## config.mk

```make
export PLATFORM = sky130hd
export DESIGN_NAME = pidc_regs
export DESIGN_NICKNAME = d
export VERILOG_FILES = /design/src/rtl/core/pidc_pkg.sv /design/src/rtl/core/pidc_regs.sv
export SDC_FILE = /design/constraint.sdc
export NUM_CORES = 1
export LEC_CHECK = 0
export BUFFER_PORTS_ARGS = -buffer_cell sky130_fd_sc_hd__buf_4
export CAP_MARGIN = 0
export CORE_MARGIN = 10
export CORE_UTILIZATION = 42
export CTS_CLUSTER_SIZE = 16
export DETAILED_ROUTE_END_ITERATION = 7
export PLACE_DENSITY = 0.68
export SLEW_MARGIN = 30
export SYNTH_ARGS = -nofsm -noshare
export SYNTH_HDL_FRONTEND = slang
export SYNTH_SLANG_ARGS = --single-unit
```

## constraint.sdc

```tcl
create_clock -name clk -period 1.9 [get_ports clk]
set_input_delay 0.095 -clock clk [delete_from_list [all_inputs] [get_ports clk]]
set_output_delay 0.095 -clock clk [all_outputs]
set_load 0.01 [all_outputs]
```

## src/rtl/core/pidc_pkg.sv

```systemverilog
// pidc_pkg: shared widths, register map, reset values and stage types
// for the clamped pid controller. No dependencies.
`default_nettype none

package pidc_pkg;

  // field and datapath widths
  localparam int DataW     = 24;               // Q16.8 samples, Q8.16 gains
  localparam int ErrW      = DataW + 1;        // setpoint - measured, exact
  localparam int IsumW     = DataW + 2;        // integrator + error before clamp
  localparam int DiffW     = ErrW + 1;         // error - last error, exact
  localparam int ProdW     = DataW + DiffW;    // widest gain product
  localparam int AccW      = ProdW + 2;        // sum of three products
  localparam int FracShift = 16;               // Q.24 -> Q16.8
  localparam int ShW       = AccW - FracShift; // shifted sum before saturation

  // configuration port
  localparam int PDataW = 32;
  localparam int AddrW  = 5;

  typedef enum logic [2:0] {
    REG_GAIN_PROP     = 3'd0,
    REG_GAIN_INTEGRAL = 3'd1,
    REG_GAIN_DERIV    = 3'd2,
    REG_LIMIT_HIGH    = 3'd3,
    REG_LIMIT_LOW     = 3'd4
  } reg_idx_t;

  typedef struct packed {
    logic [DataW-1:0] gain_prop;
    logic [DataW-1:0] gain_integral;
    logic [DataW-1:0] gain_deriv;
    logic [DataW-1:0] limit_high;
    logic [DataW-1:0] limit_low;
  } cfg_t;

  localparam logic signed [DataW-1:0] GainPropReset  = 24'sd15729;
  localparam logic signed [DataW-1:0] LimitHighReset = 24'sd14080;
  localparam logic signed [DataW-1:0] LimitLowReset  = -24'sd14080;

  localparam cfg_t CfgReset = '{
    gain_prop:     GainPropReset,
    gain_integral: '0,
    gain_deriv:    '0,
    limit_high:    LimitHighReset,
    limit_low:     LimitLowReset
  };

  // error stage results
  typedef struct packed {
    logic [ErrW-1:0]  err;
    logic [DataW-1:0] integ;
    logic [DiffW-1:0] diff;
  } upd_t;

  typedef struct packed {
    logic valid;
    upd_t data;
  } upd_req_t;

  // accumulated sum request
  typedef struct packed {
    logic            valid;
    logic [AccW-1:0] acc;
  } acc_req_t;

endpackage

`default_nettype wire

```

## src/rtl/core/pidc_regs.sv

```systemverilog
// pidc_regs: apb-style register file for gains and output limits.
// Depends on pidc_pkg (register map, reset values, cfg_t).
`default_nettype none

module pidc_regs (
  input  wire logic                          clk,
  input  wire logic                          rst_n,
  input  wire logic                          psel,
  input  wire logic                          penable,
  input  wire logic                          pwrite,
  input  wire logic [pidc_pkg::AddrW-1:0]    paddr,
  input  wire logic [pidc_pkg::PDataW-1:0]   pwdata,
  output logic      [pidc_pkg::PDataW-1:0]   prdata,
  output logic                               pready,
  output pidc_pkg::cfg_t                     cfg
);

  localparam int DataW  = pidc_pkg::DataW;
  localparam int AddrW  = pidc_pkg::AddrW;
  localparam int PDataW = pidc_pkg::PDataW;

  pidc_pkg::cfg_t     cfg_r, cfg_nxt;
  pidc_pkg::reg_idx_t idx;
  logic               wr_en;
  logic [DataW-1:0]   wdata;

  assign idx    = pidc_pkg::reg_idx_t'(paddr[AddrW-1:2]);
  assign wr_en  = psel && penable && pwrite;
  assign wdata  = pwdata[DataW-1:0];
  assign pready = 1'b1;
  assign cfg    = cfg_r;

  // write decode
  always_comb begin
    cfg_nxt = cfg_r;
    if (wr_en) begin
      unique case (idx)
        pidc_pkg::REG_GAIN_PROP:     cfg_nxt.gain_prop     = wdata;
        pidc_pkg::REG_GAIN_INTEGRAL: cfg_nxt.gain_integral = wdata;
        pidc_pkg::REG_GAIN_DERIV:    cfg_nxt.gain_deriv    = wdata;
        pidc_pkg::REG_LIMIT_HIGH:    cfg_nxt.limit_high    = wdata;
        pidc_pkg::REG_LIMIT_LOW:     cfg_nxt.limit_low     = wdata;
        default:                     cfg_nxt = cfg_r;
      endcase
    end
  end

  always_ff @(posedge clk) begin
    if (!rst_n) begin
      cfg_r <= pidc_pkg::CfgReset;
    end else begin
      cfg_r <= cfg_nxt;
    end
  end

  // read mux, sign extended to the bus width
  always_comb begin
    unique case (idx)
      pidc_pkg::REG_GAIN_PROP:     prdata = PDataW'($signed(cfg_r.gain_prop));
      pidc_pkg::REG_GAIN_INTEGRAL: prdata = PDataW'($signed(cfg_r.gain_integral));
      pidc_pkg::REG_GAIN_DERIV:    prdata = PDataW'($signed(cfg_r.gain_deriv));
      pidc_pkg::REG_LIMIT_HIGH:    prdata = PDataW'($signed(cfg_r.limit_high));
      pidc_pkg::REG_LIMIT_LOW:     prdata = PDataW'($signed(cfg_r.limit_low));
      default:                     prdata = '0;
    endcase
  end

endmodule

`default_nettype wire

```

Word level (Yosys, flattened, before mapping) --
Cells that the tools add are included.
Cells by class: equal/unequal tests 4, mux-type cells 1, reductions and logical operators 8
Operators with widths (number):
- $pmux W32 S5 | 1
- $reduce_and A2 Y1 | 5
- $eq A3 B2 Y1 const B | 2
- $eq A3 B1 Y1 const B | 1
- $eq A3 B3 Y1 const B | 1
- $logic_not A3 Y1 | 1
- $logic_and A1 B1 Y1 | 2
Storage, ports and cells: register bits 120, bits of input ports 42, output and inout bits 153, word-level logic and storage cells 18

Depth between registers and ports, before layout --
Gate-level depths: netlist of the first run.
word-level depth 3, depth in mapped cells 6, depth with buffers taken out 3

Worst setup path before layout of the first run --
Ideal clock, no wire load.
path type input -> output, start point in paddr[3] (netlist bit), end point out prdata[24] (netlist bit), data arrival time 1.343 ns, slack 0.462 ns, stages 6, path buffers 3, cell sequence buf_2 > buf_4 > mux2i_1 > o2bb2ai_1 > a221o_1 > buf_4
On the way: cells in the longest elaborated chain, start to end 2
RTL lines:
- start, declared | RTL line pidc_regs.sv:11 | input wire logic [pidc_pkg::AddrW-1:0] paddr,
- $eq A3 B3 Y1, or another cell as far along | RTL line pidc_regs.sv:58 | unique case (idx)
- $pmux W32 S5 * | RTL line pidc_regs.sv:58
- end, declared | RTL line pidc_regs.sv:13 | output logic [pidc_pkg::PDataW-1:0] prdata,
Mark *: on every way between the ends. The rest lies on a longest branch, timed or not.

Final worst setup path of the first run --
start point in paddr[2] (netlist bit), end point out prdata[27] (netlist bit)
Same word-level chain as after synthesis.

==> results.py, run 1 <==
metrics = {
    "min_path": {
        "holdPathStages": 3,
        "hp-class": "in2reg",
    },
    "cts": {
        "cts_num_sinks": 120,
        "cts_buffers": 17,
        "root_buffer": "clkbuf_16",
        "post_cts_resized": 0,
        "post-cts-setup-buffers": 0,
        "h-tree-depth": 4,
        "cts_tree": "yes",
        "cts_buffer_depth": 2,
        "clk_pin_slew_ps": 50,
        "worst_skew_pair.late_latency_ps": 410,
    },
    "synth": {
        "synth_ff_type": "dfxtp_1",
        "synthDistinctLibCells": 36,
        "synth-async-reset-ratio_pct": 0,
        "synth_top_area_cell": "dfxtp_1",
        "yosys-top-cells-area": "dfxtp_1, mux2i_1, nand2_1",
        "synth_seq_cells": 120,
        "netlist.area_leader.share_pct": 44.4,
        "synth_nets": 599,
        "syn_avg_cell_area_um2": 9.72,
        "yosys_warnings": 0,
        "seq_area_frac_synth_pct": 44.4,
        "synth_edf_count": 0,
        "synth_area_um2": 5410,
        "netlist_instances": 557,
    },
    "worst_setup_path": {
        "startpoint_type": "primary input",
        "cp.arrival_ps": 1630,
        "crit_fanout": 13,
        "crit_type": "in2out",
        "cp_data_required_time_ps": 1800,
        "cp-end-kind": "output pin",
        "worstRegToRegCells": 3,
    },
    "detailed_routing": {
        "drt_iter0_drc": 334,
        "viasPerCell": 5.30,
        "vias": 4955,
        "firstDrtPassIters": 4,
        "wl_mm": 18.7,
        "postRouteAntennaNets": 0,
        "wl_per_cell_um": 20.0,
        "route.detailed.drc": 0,
    },
    "grt": {
        "grt_pass1_vias": 5303,
        "grt_pass1_wl_mm": 29.2,
        "antenna_found_initial": 1,
        "grt_use_total_pct": 20.6,
        "grt_overflow": 0,
        "grt_max_degree": 61,
    },
    "sta": {
        "worst_pin_slew_ps": 803,
        "fin_tns_setup_ps": 0,
        "worst_clock_skew_ps": 0,
        "setup_viol": 0,
        "rsz0062_at_grt": "false",
        "max-slew-margin-rel_pct": 46.2,
        "fin_crit_sh_pct": 90.7,
        "hold_viol": 0,
        "slew_viol_final": 0,
        "hold_ws_ps": 24.0,
        "max_freq_ghz": 0.580,
        "period_minus_slack_ps": 1720,
    },
    "cells_and_area": {
        "finalNonFillerCells": 935,
        "largest_reg_flops": 120,
        "final_common_cell": "buf_4",
        "final_cell_mix": "buf_4, nand2_1, dfxtp_1",
        "synthToLayoutAreaGrowth_pct": 42.5,
        "nets": 791,
        "drive_above_1_share_pct": 32.5,
    },
    "power_and_ir_drop": {
        "power.density_nw_per_um2": 827,
        "p_leak_nw": 3.45,
        "power_mw": 6.38,
        "peakVddDrop_uv": 558,
    },
    "floorplan": {
        "rows": 41,
        "die-height_um": 134,
        "initial_utilization_pct": 42.9,
        "io_pins": 195,
        "core_area_um2": 12600,
        "die_x_um": 134,
        "dieArea_um2": 17800,
    },
    "place": {
        "gp_congestion": 0.850,
        "dp_cells": 883,
        "numPortBuffers": 183,
        "hpwlAfterDp_mm": 13.4,
    },
    "job": {
        "drv_cap": 0,
    },
    "status": {
        "status": "finished, final reports clean",
    },
}
[logic make-up after synthesis]
logic type	count (synthesis)	synth area share, %
buffers and inverters	75	7.67
other	1	0.0693
muxes	119	22.0
AOI/OAI and AO/OA	76	11.9
and+or+nand+nor	166	14.0
DFF	120	44.4
[cell type report]
type	count	area, µm²
Clock inverter	8	118
Multi-Input combinational cell	362	2620
Tap cell	172	215
Fill cell	1084	4910
Sequential cell	120	2400
Antenna cell	1	2.50
Timing Repair Buffer	227	1790
Inverter	21	78.8
Clock buffer	24	492
[synth_stat cells (2+ instances only)]
library cell and n:
a221o_1 23, nand2_1 120, buf_6 3, inv_1 21
clkbuf_1 16, buf_2 18, nand4_1 3, o211ai_1 20
nor2_1 3, nor2b_1 2, buf_4 15, o21ai_0 4
nand2b_1 3, nand2_2 2, dfxtp_1 120, o2bb2ai_1 23
mux2i_1 118, a21oi_1 2, nand3_1 23, buf_12 2
[per-layer routing]
layer	up-vias	share of wire (%)	GRT usage [%]
met1	2379	41	23.0
li1	2345	-	-
met3	42	6.9	6.73
met2	189	49	34.7
met4	0	2.9	9.61
met5	-	0	0
[worst max-delay path: stages]
cell,delay [ps]
buf_4,180
nor3_2,690
a221o_1,470
buf_4,190
[metrics by stage]
| step | cell area (µm²) | worst slack [ps] | util [%] |
|---|---|---|---|
| 6_report | 7710 | 177 | 61.1 |
| 5_1_grt | 7710 | 87.3 | 61.1 |
| 3_5_place_dp | 6910 | 201 | 54.8 |
| 3_3_place_gp | 6910 | 190 | 54.8 |
| 4_1_cts | 7710 | 179 | 61.1 |
| 2_1_floorplan | 5410 | 462 | - |
[repair_timing]
action,in CTS,in global routing
hold endpoints to repair,25,0
hold buffers,19,0
setup endpoints to repair,0,0
[path summary, 6_finish.rpt]
| check | from | end | slack (ps) |
|---|---|---|---|
| worst max-delay path | paddr[2] | prdata[27] | 180 |
| worst min register to register | cfg[79]$_SDFFE_PN0P_ | cfg[79]$_SDFFE_PN0P_ | 480 |
| worst min-delay path | pwdata[9] | cfg[33]$_SDFFE_PN1P_ | 20 |
| worst max register to register | cfg[8]$_SDFFE_PN1P_ | cfg[8]$_SDFFE_PN1P_ | 1150 |
[report_power, final]
| part | switching (mW) | internal (mW) |
|---|---|---|
| registers | 0.0194 | 2.54 |
| logic | 0.286 | 0.230 |
| clock network | 1.11 | 2.19 |
| total | 1.41 | 4.96 |
Note: power is estimated with default switching activity, not from simulation.
==> inputs of run 2 (changes only) <==
Settings changed: PLACE_DENSITY 0.68 to 0.71, RECOVER_POWER from default to 100.
Clock period 1.9 ns to 1.4 ns, I/O delays scaled along.
==> results.py, run 2 (synthesis results as in run 1) <==
metrics = {
    "detailed_routing": {
        "postRouteAntennaNets": 0,
        "drt_iter0_drc": 404,
        "wl_mm": 19.4,
        "wl_per_cell_um": 19.6,
        "viasPerCell": 5.31,
        "firstDrtPassIters": 5,
        "vias": 5236,
        "route.detailed.drc": 0,
    },
    "sta": {
        "slew_viol_final": 0,
        "hold_viol": 0,
        "fin_tns_setup_ps": -3520,
        "period_minus_slack_ps": 1560,
        "setup_ws_ps": -164,
        "rsz0062_at_grt": "true",
        "fin_crit_sh_pct": 112,
        "worst_clock_skew_ps": 0,
        "max_freq_ghz": 0.640,
        "hold_ws_ps": 17.9,
        "worst_pin_slew_ps": 638,
        "max-slew-margin-rel_pct": 57.3,
        "setup_viol": 34,
    },
    "worst_setup_path": {
        "r2r_end": "cfg[33]$_SDFFE_PN1P_",
        "startpoint_type": "register",
        "worstRegToRegCells": 3,
        "cp-end-kind": "output pin",
        "cp_slowest_cell": "a221o_1",
        "r2r_start": "cfg[33]$_SDFFE_PN1P_",
        "timing.reg2reg.setup_slack_ps": 550,
        "cp.arrival_ps": 1490,
        "crit_chain": "mux2i_1 > o2bb2ai_2 > a221o_1 > buf_4",
        "crit_fanout": 5,
        "cp_data_required_time_ps": 1330,
        "slowest_delay_ps": 350,
        "crit_type": "reg2out",
    },
    "cells_and_area": {
        "final_common_cell": "buf_4",
        "drive_above_1_share_pct": 27.6,
        "nFillCells": 1120,
        "final_cell_mix": "buf_4, nand2_1, mux2i_1",
        "design_area_um2": 7960,
        "finalNonFillerCells": 986,
        "largest_reg_flops": 120,
        "utilization_pct": 63.1,
        "nets": 843,
        "synthToLayoutAreaGrowth_pct": 47.1,
        "diodes": 0,
    },
    "cts": {
        "cts_buffers": 17,
        "cts_num_sinks": 120,
        "root_buffer": "clkbuf_16",
        "clk_pin_slew_ps": 50,
        "h-tree-depth": 4,
        "cts_buffer_depth": 2,
        "cts_tree": "yes",
        "worst_skew_pair.late_latency_ps": 400,
    },
    "grt": {
        "antenna_found_initial": 0,
        "grt_max_degree": 55,
        "grt_pass1_vias": 5587,
        "grt_use_total_pct": 20.5,
        "grt_pass1_wl_mm": 29.5,
        "grt_overflow": 0,
    },
    "floorplan": {
        "initial_utilization_pct": 42.9,
        "dieArea_um2": 17800,
        "core_area_um2": 12600,
        "rows": 41,
        "die_x_um": 134,
        "die-height_um": 134,
        "io_pins": 195,
    },
    "power_and_ir_drop": {
        "power_mw": 8.86,
        "power.density_nw_per_um2": 1110,
        "seq_power_share_pct": 39.2,
        "sw_frac_of_total_pct": 22.8,
        "p_sw_mw": 2.02,
        "combPwrFrac_pct": 8.6,
        "peakVddDrop_uv": 760,
        "p_leak_nw": 3.44,
        "power.internal_mw": 6.84,
        "clockPowerShare_pct": 52.2,
    },
    "job": {
        "drv_cap": 0,
    },
    "min_path": {
        "hold_end": "cfg[96]$_SDFFE_PN1P_",
        "worstHoldStart": "rst_n",
        "hp-class": "in2reg",
        "holdPathStages": 2,
    },
    "place": {
        "hpwlAfterDp_mm": 13.2,
        "pre_cts_slack_ps": -280,
        "dp_cells": 890,
        "place_area_um2": 7030,
        "gp_congestion": 0.857,
        "numPortBuffers": 183,
    },
    "status": {
        "failed_checks": "setup timing",
        "status": "complete, but fails checks",
    },
}
run 2: repair_timing:
item | CTS | global route
setup buffers | 31 | 12
hold endpoints to repair | 29 | 0
gates resized for setup | 79 | 12
hold buffers | 19 | 0
endpoints found under the setup margin | 32 | 32
pin swaps | 20 | 10
gates cloned | 1 | 1
run 2: how the worst max path moves through the flow:
stage	from	to	depth (start not counted)
4_1_cts	cfg[47]$_SDFFE_PN0P_	prdata[24]	4
2_1_floorplan	paddr[3]	prdata[24]	6
6_report	cfg[47]$_SDFFE_PN0P_	prdata[24]	4
3_5_place_dp	paddr[2]	prdata[24]	4
5_1_grt	cfg[47]$_SDFFE_PN0P_	prdata[23]	4
3_3_place_gp	paddr[2]	prdata[23]	4
run 2: power groups by stage:
stage	Clock (mW)	Sequential (mW)	Combinational, mW
2_1_floorplan	0	3.55	0.348
3_3_place_gp	0	3.54	0.658
4_1_cts	4.67	3.47	0.775
3_5_place_dp	0	3.55	0.671
5_1_grt	4.81	3.47	0.813
6_report	4.62	3.47	0.765
run 2: final cells by class:
class	count	area [µm²]	share of cell area, %
inverter	21	78.8	0.990
multi-input combinational	363	2610	32.8
sequential	120	2410	30.2
tap	172	215	2.70
timing repair buffer	278	2010	25.3
clock inverter	14	198	2.48
clock buffer	18	439	5.52
run 2: layer usage:
layer	track usage, %	share of wire, %	vias to the layer above
met5	0	0	-
met4	10.7	3.3	0
met3	5.90	5.5	45
met2	36.0	51	213
met1	21.9	40	2517
li1	-	-	2461
run 2: critical path: cells and delay by family, from the launching register on:
| kind | cells | cell delay [ps] |
|---|---|---|
| AO/OA/AOI/OAI | 2 | 440 |
| flip-flops | 1 | 310 |
| buffers and inverters | 1 | 180 |
| multiplexers | 1 | 160 |
