### src/rtl/core/pidc_pkg.sv
// pidc_pkg: shared widths, register map, reset values and stage types
// for the clamped pid controller. No dependencies.
`default_nettype none

package pidc_pkg;

  // field and datapath widths
  localparam int DataW     = 24;               // Q16.8 samples, Q8.16 gains
  localparam int ErrW      = DataW + 1;        // setpoint - measured, exact
  localparam int IsumW     = DataW + 2;        // integrator + error before clamp
  localparam int DiffW     = ErrW + 1;         // error - last error, exact
  localparam int ProdW     = DataW + DiffW;    // widest gain product
  localparam int AccW      = ProdW + 2;        // sum of three products
  localparam int FracShift = 16;               // Q.24 -> Q16.8
  localparam int ShW       = AccW - FracShift; // shifted sum before saturation

  // configuration port
  localparam int PDataW = 32;
  localparam int AddrW  = 5;

  typedef enum logic [2:0] {
    REG_GAIN_PROP     = 3'd0,
    REG_GAIN_INTEGRAL = 3'd1,
    REG_GAIN_DERIV    = 3'd2,
    REG_LIMIT_HIGH    = 3'd3,
    REG_LIMIT_LOW     = 3'd4
  } reg_idx_t;

  typedef struct packed {
    logic [DataW-1:0] gain_prop;
    logic [DataW-1:0] gain_integral;
    logic [DataW-1:0] gain_deriv;
    logic [DataW-1:0] limit_high;
    logic [DataW-1:0] limit_low;
  } cfg_t;

  localparam logic signed [DataW-1:0] GainPropReset  = 24'sd15729;
  localparam logic signed [DataW-1:0] LimitHighReset = 24'sd14080;
  localparam logic signed [DataW-1:0] LimitLowReset  = -24'sd14080;

  localparam cfg_t CfgReset = '{
    gain_prop:     GainPropReset,
    gain_integral: '0,
    gain_deriv:    '0,
    limit_high:    LimitHighReset,
    limit_low:     LimitLowReset
  };

  // error stage results
  typedef struct packed {
    logic [ErrW-1:0]  err;
    logic [DataW-1:0] integ;
    logic [DiffW-1:0] diff;
  } upd_t;

  typedef struct packed {
    logic valid;
    upd_t data;
  } upd_req_t;

  // accumulated sum request
  typedef struct packed {
    logic            valid;
    logic [AccW-1:0] acc;
  } acc_req_t;

endpackage

`default_nettype wire

### src/rtl/core/pidc_out_if.sv
// pidc_out_if: drive result channel with valid/ready.
// Depends on pidc_pkg for the field width.
`default_nettype none

interface pidc_out_if;
  logic                               valid;
  logic                               ready;
  logic signed [pidc_pkg::DataW-1:0]  drive;

  modport source (output valid, output drive, input ready);
  modport sink   (input valid, input drive, output ready);
endinterface

`default_nettype wire

### src/rtl/core/pidc_sat.sv
// pidc_sat: scales the sum back to Q16.8, saturates to the output limits and
// holds the result register. Depends on pidc_pkg, pidc_out_if.
`default_nettype none

module pidc_sat (
  input  wire logic          clk,
  input  wire logic          rst_n,
  input  wire pidc_pkg::cfg_t     cfg,
  input  wire pidc_pkg::acc_req_t acc,
  output logic               acc_ready,
  pidc_out_if.source         out_ch
);

  localparam int DataW     = pidc_pkg::DataW;
  localparam int ShW       = pidc_pkg::ShW;
  localparam int FracShift = pidc_pkg::FracShift;

  logic                    o_valid_r, load;
  logic signed [ShW-1:0]   sh, lim_lo, lim_hi;
  logic signed [DataW-1:0] drive_nxt, drive_r;

  assign acc_ready = !o_valid_r || out_ch.ready;
  assign load      = acc.valid && acc_ready;

  // floor shift to Q16.8
  assign sh     = ShW'($signed(acc.acc) >>> FracShift);
  assign lim_lo = ShW'($signed(cfg.limit_low));
  assign lim_hi = ShW'($signed(cfg.limit_high));

  // saturation, lower limit tested first
  always_comb begin
    if (sh < lim_lo) begin
      drive_nxt = $signed(cfg.limit_low);
    end else if (sh > lim_hi) begin
      drive_nxt = $signed(cfg.limit_high);
    end else begin
      drive_nxt = sh[DataW-1:0];
    end
  end

  always_ff @(posedge clk) begin
    if (!rst_n) begin
      o_valid_r <= 1'b0;
    end else if (acc_ready) begin
      o_valid_r <= acc.valid;
    end
  end

  always_ff @(posedge clk) begin
    if (load) begin
      drive_r <= drive_nxt;
    end
  end

  assign out_ch.valid = o_valid_r;
  assign out_ch.drive = drive_r;

`ifndef SYNTHESIS
  // with ordered limits every result lies within them
  a_drive_range: assert property (@(posedge clk) disable iff (!rst_n)
    (load && $signed(cfg.limit_low) <= $signed(cfg.limit_high)) |=>
    (drive_r >= $past($signed(cfg.limit_low)) && drive_r <= $past($signed(cfg.limit_high))))
    else $error("drive outside output limits");
`endif

endmodule

`default_nettype wire

### src/flat_wrapper.sv
// flat-port wrapper written by rule: the top's interface ports become plain ports
module pidc_sat_flat 
  (clk, rst_n, cfg, acc, acc_ready, out_ch_valid, out_ch_drive, out_ch_ready);
  pidc_out_if out_ch_i ();
  input  wire logic clk;
  input  wire logic rst_n;
  input  wire pidc_pkg::cfg_t cfg;
  input  wire pidc_pkg::acc_req_t acc;
  output logic acc_ready;
  output wire logic [$bits(out_ch_i.valid)-1:0] out_ch_valid;
  output wire logic [$bits(out_ch_i.drive)-1:0] out_ch_drive;
  input wire logic [$bits(out_ch_i.ready)-1:0] out_ch_ready;
  assign out_ch_valid = out_ch_i.valid;
  assign out_ch_drive = out_ch_i.drive;
  assign out_ch_i.ready = out_ch_ready;
  pidc_sat u_core (.clk(clk), .rst_n(rst_n), .cfg(cfg), .acc(acc), .acc_ready(acc_ready), .out_ch(out_ch_i));
endmodule
### config.mk
export PLATFORM = sky130hd
export DESIGN_NAME = pidc_sat_flat
export DESIGN_NICKNAME = d
export VERILOG_FILES = /design/src/rtl/core/pidc_pkg.sv /design/src/rtl/core/pidc_out_if.sv /design/src/rtl/core/pidc_sat.sv /design/src/flat_wrapper.sv
export SDC_FILE = /design/constraint.sdc
export NUM_CORES = 1
export LEC_CHECK = 0
export BUFFER_PORTS_ARGS = -buffer_cell sky130_fd_sc_hd__buf_2
export CAP_MARGIN = 5
export CORE_AREA = 10 10 100 102
export CTS_CLUSTER_SIZE = 25
export DETAILED_ROUTE_END_ITERATION = 8
export DIE_AREA = 0 0 110 112
export HOLD_SLACK_MARGIN = 0.15
export PLACE_DENSITY = 0.8
export SLEW_MARGIN = 10
export SYNTH_ARGS = -nofsm -noshare
export SYNTH_HDL_FRONTEND = slang
export SYNTH_SLANG_ARGS = --single-unit
export TNS_END_PERCENT = 50
### constraint.sdc
create_clock -name clk -period 3.9 [get_ports clk]
set_input_delay 0.78 -clock clk [delete_from_list [all_inputs] [get_ports clk]]
set_output_delay 0.78 -clock clk [all_outputs]
set_load 0.1 [all_outputs]
* Yosys cells after proc, flatten, opt, wreduce, memory -nomap -nowiden
Cells that the tools add are included.
** Operators by class
- Muxes and demuxes :: 2
- Order comparisons :: 2
- Reduce and logical (&&, ||, !) cells :: 3
** Operators with widths (count)
- $mux 24 :: 2
- $gt 36x24->1 :: 1
- $lt 36x24->1 :: 1
- $logic_and 1x1->1 :: 1
- $logic_not 1->1 :: 1
- $logic_or 1x1->1 :: 1
** Storage, ports and cells
- Input port bits :: 176
- Register bits after elaboration :: 25
- Word-level logic and storage cells :: 9
- Output and inout port bits :: 26

* Longest topological paths before layout
Gate-level depths: netlist of the first run.
- Word-level depth :: 3
- Depth in mapped cells :: 11
- Depth with buffers taken out :: 10

* Worst setup path before layout of the first run
Ideal clock, no wire load.
- Path type :: input to register
- Start :: in cfg[47] (netlist bit)
- End :: reg u_core.drive_r[10] (netlist: u_core.out_ch.drive[10]) (data pin)
- Cell stages on the path :: 11
- Path buffers :: 2
- Path slack :: 0.656 ns
- Data arrival time :: 2.984 ns
- Required time :: 3.640 ns
- Setup time :: 0.260 ns
- Cell sequence :: inv_1 -> ha_1 -> buf_2 -> nand4_1 -> nor4_1 -> nand2_1 -> o21ai_2 -> o211a_4 -> buf_6 -> o211ai_1 -> mux2_2
** On the way
- Longest elaborated chain between the ends :: 3
** Ends and longest elaborated chain
- start, declared :: line flat_wrapper.sv:7 : input wire pidc_pkg::cfg_t cfg;
- $gt 36x24->1 :: line pidc_sat.sv:34 : end else if (sh > lim_hi) begin
- $mux 24 :: line pidc_sat.sv:34
- $mux 24 :: line pidc_sat.sv:32 : if (sh < lim_lo) begin
- named net u_core.drive_nxt[10] :: line pidc_sat.sv:20 : logic signed [DataW-1:0] drive_nxt, drive_r;
- end signal, assigned :: line pidc_sat.sv:51 : drive_r <= drive_nxt;
- end, declared :: line pidc_sat.sv:20
The timed path passes the listed nets, and every way through them passes these cells.
A chain may end at the register's enable or synchronous reset.

* Worst setup path after layout of the first run
- Start :: in cfg[47] (netlist bit)
- End :: reg u_core.drive_r[17] (netlist: u_core.out_ch.drive[17]) (data pin)
The elaborated chain is that of the path after synthesis.

==> results.toml, run 1 <==
[worst_setup_path]
reg2reg_depth = 3
crit_type = "in2reg"
regToRegEndpoint = "u_core.out_ch.drive[21]$_DFFE_PP_"
r2r-start = "u_core.out_ch.valid$_SDFFE_PN0N_"
critPathLaunchType = "input pin"
crit_slowest_cell = "o21a_1"
slowest_delay_ps = 810
endpoint_kind = "register"
required_ps = 4060
arrival_ps = 3660
r2r_slack_ps = 2680
cp_max_fo = 26
crit_start = "cfg[47]"
crit_chain = "buf_2 -> inv_1 -> ha_1 -> buf_4 -> clkinv_1 -> a21oi_1 -> a211oi_1 -> o21a_1 -> nand3_1 -> o211ai_1 -> mux2_2"

[floorplan]
initial_utilization_pct = 43.3
die_h_um = 112
rows = 33
die_area_um2 = 12300
die_w_um = 110
core_um2 = 8050
pin_count = 202

[global_route]
grt_pass1_wl_mm = 17.7
grt_antenna_before_repair = 0
grt_usage_pct = 17.3
grt_pass1_vias = 3714
grt_max_degree = 27
overflow = 0

[cts]
cts_tree = "done"
clock-sinks = 25
postCtsSetupBuffers = 0
clock_latency_ps = 280
ctsHoldBuffers = 0
cts.clk_slew.worst_paths_ps = 110
cts-root-buf = "clkbuf_8"
cts_resized = 0
cts_made_buffers = 3
cts_buffer_depth = 2
htree_num_levels = 1

[routing]
vias_per_cell = 5.88
drtAntennaViolNets = 0
post-route-drc-count = 0
drt-pass1-iter-count = 5
vias = 3610
avgRoutedWirePerCell_um = 18.1
drtIter0Drc = 163
wirelength_mm = 11.1

[synthesis]
yosys.area.top_type = "ha_1"
synth_top_area_share_pct = 25.5
synthesis.nets = 646
ys_top_cells_by_area = "ha_1 (25%), edfxtp_1 (21%), mux2_2 (7.7%)"
synth_top_family_by_area = "adder cells"
yosysUniqueCellTypes = 43
synth_adder_area_share_pct = 25.5
synth-xor-area-share_pct = 0
synth_warnings = 0
synth_compound_area_share_pct = 23.0
async_flop_share_pct = 0
seq_area_frac_synth_pct = 21.2
synth_mux_area_share_pct = 8.03
syn_inst = 399
avgSynthCellArea_um2 = 8.75
synthesis.area_um2 = 3490
synthSimpleGateAreaFrac_pct = 14.1
ys.flop_type = "edfxtp_1"
ys_ff_latch = 25
synth_enable_flop_cells = 24

[timing]
finalSetupTns_ps = 0
grt_setup_unrepaired = "no"
skew_ps = 2.31
fmaxAchievable_mhz = 286
relSlewSlack_pct = 38.9
holdWs_ps = 545
setup_violations = 0
slew_violations = 0
finalCritPeriodShare_pct = 89.7
worstMarginPinSlew_ps = 917
fin_crit_ps = 3500
hold_viol = 0

[power]
p_per_area_nw_per_um2 = 295
ir_drop_uv = 163
leakagePower_nw = 2.08

[status]
outcome = "completed"

[placed_design]
hpwl_mm = 9.01
gp_congestion = 0.810
place_area_um2 = 4180
port_buffers = 113

[finish]
area_growth_pct = 21.1
diodes = 0
final_layout_size_suffix_gt1_share_pct = 30.6
nets = 757
design_area_um2 = 4230

[min_path]
holdPathEnd = "u_core.out_ch.valid$_SDFFE_PN0N_"
worstHoldStart = "u_core.out_ch.valid$_SDFFE_PN0N_"
hp-class = "reg2reg"
holdPathStages = 2

[flow_run]
drv_cap = 0
layout make-up:
cell class              count  area [um^2]
clock buffers               4         45.0
flip-flops and latches     25          741
inverters                  51          191
multi-input cells         304         2460
well taps                 105          131
repair buffers            125          656
fillers                   772         3820
cell families after synthesis:
logic type                 Yosys count
adders and majority gates           71
muxes                               25
and+or+nand+nor                    101
AOI/OAI and AO/OA                  107
buffers and inverters               70
DFF                                 25
worst max-delay path: cells and delay by family:
| family | cells | cell delay (ps) |
|---|---|---|
| and+or+nand+nor | 1 | 170 |
| muxes | 1 | 190 |
| buffers and inverters | 4 | 800 |
| AOI/OAI and AO/OA | 4 | 1380 |
| adders and majority gates | 1 | 330 |
where the power goes:
group          switching, mW  internal, mW
registers            0.00725         0.341
clock network          0.101        0.0736
logic                  0.498         0.227
total                  0.607         0.641
cell usage after synthesis, types with 3 or more instances:
| cell type | number |
|---|---|
| a21o_1 | 6 |
| mux2_2 | 24 |
| buf_2 | 7 |
| o2111ai_1 | 24 |
| nand3_1 | 29 |
| o211ai_1 | 29 |
| inv_1 | 49 |
| a211oi_1 | 3 |
| nand2b_1 | 4 |
| nor2_1 | 6 |
| nand4_1 | 8 |
| edfxtp_1 | 24 |
| and4_1 | 5 |
| nand2_1 | 40 |
| a221oi_1 | 3 |
| a21oi_1 | 21 |
| o21ai_0 | 8 |
| ha_1 | 71 |
| clkbuf_1 | 10 |
state kept, by name, summed over array words and instances (netlist names):
register,count
u_core.out_ch.drive,24
u_core.out_ch.valid,1
stage by stage:
stage                     setup WS, ps  utilization, %  total power [mW]  instances
after floorplan                    656               -             0.897        399
after global placement             301            51.9              1.05        610
after detailed placement           147            51.9              1.08        610
after CTS                          429            52.5              1.25        614
after global routing               194            52.5              1.33        614
final                              401            52.5              1.25        614
placed cells by master (no fill, tap or decap), types with 2 or more instances in the layout:
master / Yosys / final
buf_2: 7 / 113
ha_1: 71 / 71
inv_1: 49 / 49
nand2_1: 40 / 40
o211ai_1: 29 / 29
nand3_1: 29 / 29
o2111ai_1: 24 / 24
mux2_2: 24 / 24
edfxtp_1: 24 / 24
a21oi_1: 21 / 21
buf_4: 0 / 12
nand4_1: 8 / 8
o21ai_0: 8 / 8
a21o_1: 6 / 6
nor2_1: 6 / 6
and4_1: 5 / 5
nand2b_1: 4 / 4
a211oi_1: 3 / 3
a221oi_1: 3 / 3
clkbuf_8: 0 / 3
a21boi_0: 2 / 2
nor3_1: 2 / 2
nor4_1: 2 / 2
worst max-delay path by stage:
stage                                        end  slack, ps  cells after the start
3_3_place_gp   u_core.out_ch.drive[12]$_DFFE_PP_        300                     11
2_1_floorplan  u_core.out_ch.drive[10]$_DFFE_PP_        660                     11
5_1_grt        u_core.out_ch.drive[21]$_DFFE_PP_        190                     11
6_report       u_core.out_ch.drive[17]$_DFFE_PP_        400                     11
4_1_cts        u_core.out_ch.drive[17]$_DFFE_PP_        430                     11
3_5_place_dp   u_core.out_ch.drive[17]$_DFFE_PP_        150                     11
metal layers:
metal	vias to the layer above	routed length [um]	global-route usage, %
met5	-	0	0
met4	0	159	4.25
met3	22	845	3.29
met2	139	5480	30.2
met1	1699	4610	20.9
li1	1750	-	-
Power figures use the tool's default switching activity.
==> inputs of run 2 (changes only) <==
Settings changed: CORE_AREA 10 10 100 102 to 10 10 130 132, DIE_AREA 0 0 110 112 to 0 0 140 142, PLACE_DENSITY 0.8 to 0.5.
==> results.toml, run 2 (synthesized netlist as in run 1, its figures left out) <==
[power]
p_per_area_nw_per_um2 = 306
leakagePower_nw = 2.11
ir_drop_uv = 110

[routing]
vias_per_cell = 5.10
drt-pass1-iter-count = 4
avgRoutedWirePerCell_um = 17.9
vias = 3561
wirelength_mm = 12.5
drtAntennaViolNets = 0
post-route-drc-count = 0
drtIter0Drc = 174

[cts]
postCtsSetupBuffers = 0
clock_latency_ps = 280
cts_buffer_depth = 2
htree_num_levels = 1
cts_made_buffers = 3
cts_tree = "done"
cts.clk_slew.worst_paths_ps = 80
clock-sinks = 25
ctsHoldBuffers = 0
cts-root-buf = "clkbuf_16"
cts_resized = 0

[floorplan]
die_w_um = 140
rows = 44
die_h_um = 142
core_um2 = 14300
die_area_um2 = 19900
pin_count = 202
initial_utilization_pct = 24.4

[worst_setup_path]
endpoint_kind = "register"
required_ps = 3930
crit_type = "in2reg"
arrival_ps = 3470
cp_max_fo = 24
critPathLaunchType = "input pin"

[timing]
relSlewSlack_pct = 66.8
fin_crit_ps = 3440
finalSetupTns_ps = 0
grt_setup_unrepaired = "no"
worstMarginPinSlew_ps = 494
slew_violations = 0
fmaxAchievable_mhz = 291
worst_slack_ps = 462
hold_viol = 0
finalCritPeriodShare_pct = 88.1
skew_ps = 6.46
setup_violations = 0

[flow_run]
drv_cap = 0

[finish]
design_area_um2 = 4400
fin_cells = 698
area_growth_pct = 26.0
final_layout_size_suffix_gt1_share_pct = 31.1
largest_reg_flops = 24
nets = 759
final_cell_mix = "buf_2 (113), ha_1 (71), inv_1 (49)"
final_common_cell = "buf_2"

[global_route]
grt_max_degree = 27
grt_pass1_vias = 3721
grt_antenna_before_repair = 4
grt_pass1_wl_mm = 19.4
grt_usage_pct = 11.9
overflow = 0

[placed_design]
place_area_um2 = 4310
port_buffers = 113
gp_congestion = 0.809
hpwl_mm = 9.96
dpl_worst_slack_ps = 214
place_inst = 691

[status]
outcome = "completed"

[min_path]
hp-class = "reg2reg"
-- run 2: stage by stage --
| stage | total power [mW] | hold WS (ps) | util [%] |
|---|---|---|---|
| finish | 1.34 | 531 | 30.7 |
| global route | 1.43 | 559 | 30.7 |
| CTS | 1.36 | 541 | 30.7 |
| detailed placement | 1.09 | 527 | 30.1 |
| global placement | 1.08 | 495 | 30.1 |
| floorplan | 0.897 | 919 | - |
-- run 2: layout make-up --
type	count	area [um^2]
repair buffers	127	683
clock inverters	1	5.00
multi-input cells	304	2460
fillers	1535	9920
diodes	3	7.51
inverters	51	191
clock buffers	3	75.1
well taps	184	230
flip-flops and latches	25	741
-- run 2: path summary, 6_finish.rpt --
check                              startpoint                           endpoint  slack (ps)  cells after the start
max reg2reg  u_core.out_ch.valid$_SDFFE_PN0N_  u_core.out_ch.drive[21]$_DFFE_PP_        2680                      3
min reg2reg  u_core.out_ch.valid$_SDFFE_PN0N_   u_core.out_ch.valid$_SDFFE_PN0N_         530                      2
max                                   cfg[47]  u_core.out_ch.drive[14]$_DFFE_PP_         460                     10
min          u_core.out_ch.valid$_SDFFE_PN0N_   u_core.out_ch.valid$_SDFFE_PN0N_         530                      2
-- run 2: critical path, cell delays in order --
cell and delay, ps:
buf_2 120, inv_1 220, ha_1 410, nand4_1 210, nor4_1 470, nand2_1 170
o21ai_2 180, o211a_4 410, o211ai_1 200, mux2_2 290
-- run 2: report_power, final --
group / switching [mW] / internal [mW] / leakage, nW / total, mW
Clock: 0.120 / 0.139 / 0.0409 / 0.259
Combinational: 0.506 / 0.232 / 1.82 / 0.738
Sequential: 0.00674 / 0.341 / 0.242 / 0.348
-- run 2: metal layers --
layer / part of all wire (%) / wire length (um) / GRT usage [%]
met4: 1.7 / 217 / 4.57
met5: 0.056 / 7 / 0
met3: 7.5 / 941 / 3.04
met1: 42 / 5310 / 14.0
met2: 48 / 6020 / 20.4
==> inputs of run 3 (changes only) <==
Settings changed: CORE_AREA 10 10 130 132 to 10 10 136 126, DIE_AREA 0 0 140 142 to 0 0 146 136.
==> results.toml, run 3 (synthesized netlist as in run 1, its figures left out) <==
[global_route]
grt_pass1_wl_mm = 19.8
grt_usage_pct = 12.2
grt_max_degree = 26
grt_pass1_vias = 3656
grt_antenna_before_repair = 3
overflow = 0

[timing]
worst_slack_ps = 410
fin_crit_ps = 3490
fmaxAchievable_mhz = 287
finalCritPeriodShare_pct = 89.5
relSlewSlack_pct = 66.8
worstMarginPinSlew_ps = 495
finalSetupTns_ps = 0
hold_viol = 0
grt_setup_unrepaired = "no"
setup_violations = 0
skew_ps = 4.18
slew_violations = 0

[power]
internal_power_mw = 0.714
p_sw_mw = 0.621
p_per_area_nw_per_um2 = 302
clockPowerShare_pct = 18.5
ir_drop_uv = 124
power_frac_seq_pct = 26.1
leakagePower_nw = 2.11
netSwitchingFraction_pct = 46.5
pwr-share-comb_pct = 55.4
power.total_mw = 1.33

[min_path]
holdPathStages = 2
hp-class = "reg2reg"

[cts]
cts.clk_slew.worst_paths_ps = 70
cts_buffer_depth = 2
cts_tree = "done"
cts_resized = 0
cts-root-buf = "clkbuf_16"
clock-sinks = 25
cts_made_buffers = 3
ctsHoldBuffers = 0
clock_latency_ps = 270
htree_num_levels = 1
postCtsSetupBuffers = 0

[worst_setup_path]
arrival_ps = 3510
crit_type = "in2reg"
reg2reg_depth = 3
critPathLaunchType = "input pin"
cp_max_fo = 24
required_ps = 3920
endpoint_kind = "register"

[routing]
wirelength_mm = 12.4
avgRoutedWirePerCell_um = 17.4
vias_per_cell = 4.96
drtIter0Drc = 209
vias = 3520
dr.max_layer_used = "met5"
met1_length_mm = 5.66
drt-pass1-iter-count = 5
post-route-drc-count = 0
drtAntennaViolNets = 0
route.met2.wl_mm = 5.85
wl_met3_um = 632

[floorplan]
die_area_um2 = 19900
die_h_um = 136
die_w_um = 146
initial_utilization_pct = 24.3
pin_count = 202
core_um2 = 14300
rows = 42

[finish]
nets = 758
multi_input_area_um2 = 2460
area_growth_pct = 26.5
final_layout_size_suffix_gt1_share_pct = 31.0
largest_reg_flops = 24
final_cell_mix = "buf_2 (113), ha_1 (71), inv_1 (49)"
final_common_cell = "buf_2"
final_util_pct = 30.8
n_fill_cell = 1533
seqCellArea_um2 = 741

[placed_design]
gp_congestion = 0.813
port_buffers = 113
hpwl_mm = 10.0
dpl_worst_slack_ps = 171

[flow_run]
drv_cap = 0

[status]
outcome = "completed"
[run 3: routing by layer]
layer	up-vias	GRT usage [%]
li1	1758	-
met1	1643	15.3
met2	100	20.6
met3	17	2.23
met4	2	4.06
met5	-	0
[run 3: path summary, 6_finish.rpt]
path | to | slack (ps) | start
max | u_core.out_ch.drive[16]$_DFFE_PP_ | 410 | cfg[47]
min | u_core.out_ch.valid$_SDFFE_PN0N_ | 540 | u_core.out_ch.valid$_SDFFE_PN0N_
max reg2reg | u_core.out_ch.drive[23]$_DFFE_PP_ | 2690 | u_core.out_ch.valid$_SDFFE_PN0N_
min reg2reg | u_core.out_ch.valid$_SDFFE_PN0N_ | 540 | u_core.out_ch.valid$_SDFFE_PN0N_
[run 3: critical path: stages]
cell	delay [ps]
buf_2	130
inv_1	230
ha_1	420
nand4_1	220
nor4_1	510
nand2_1	180
o21ai_2	180
o211a_4	400
o211ai_1	180
mux2_2	280
[run 3: final cells by class]
cell class / instances / area share (%)
timing repair buffer: 126 / 15.6
antenna: 2 / 0.113
inverter: 51 / 4.34
clock inverter: 1 / 0.113
multi-input combinational: 304 / 55.8
sequential: 25 / 16.8
tap: 198 / 5.61
clock buffer: 3 / 1.70
[run 3: through the flow]
stage / hold WS (ps) / instances / area, um^2
global placement: 496 / 704 / 4330
CTS: 542 / 708 / 4410
detailed placement: 531 / 704 / 4330
global route: 577 / 709 / 4410
floorplan: 919 / 399 / 3490
finish: 535 / 710 / 4420
[run 3: power groups by stage]
stage	Clock, mW	Sequential, mW	Combinational, mW
2_1_floorplan	0	0.588	0.308
3_3_place_gp	0	0.354	0.729
3_5_place_dp	0	0.356	0.742
4_1_cts	0.262	0.350	0.746
5_1_grt	0.274	0.352	0.807
6_report	0.247	0.349	0.739
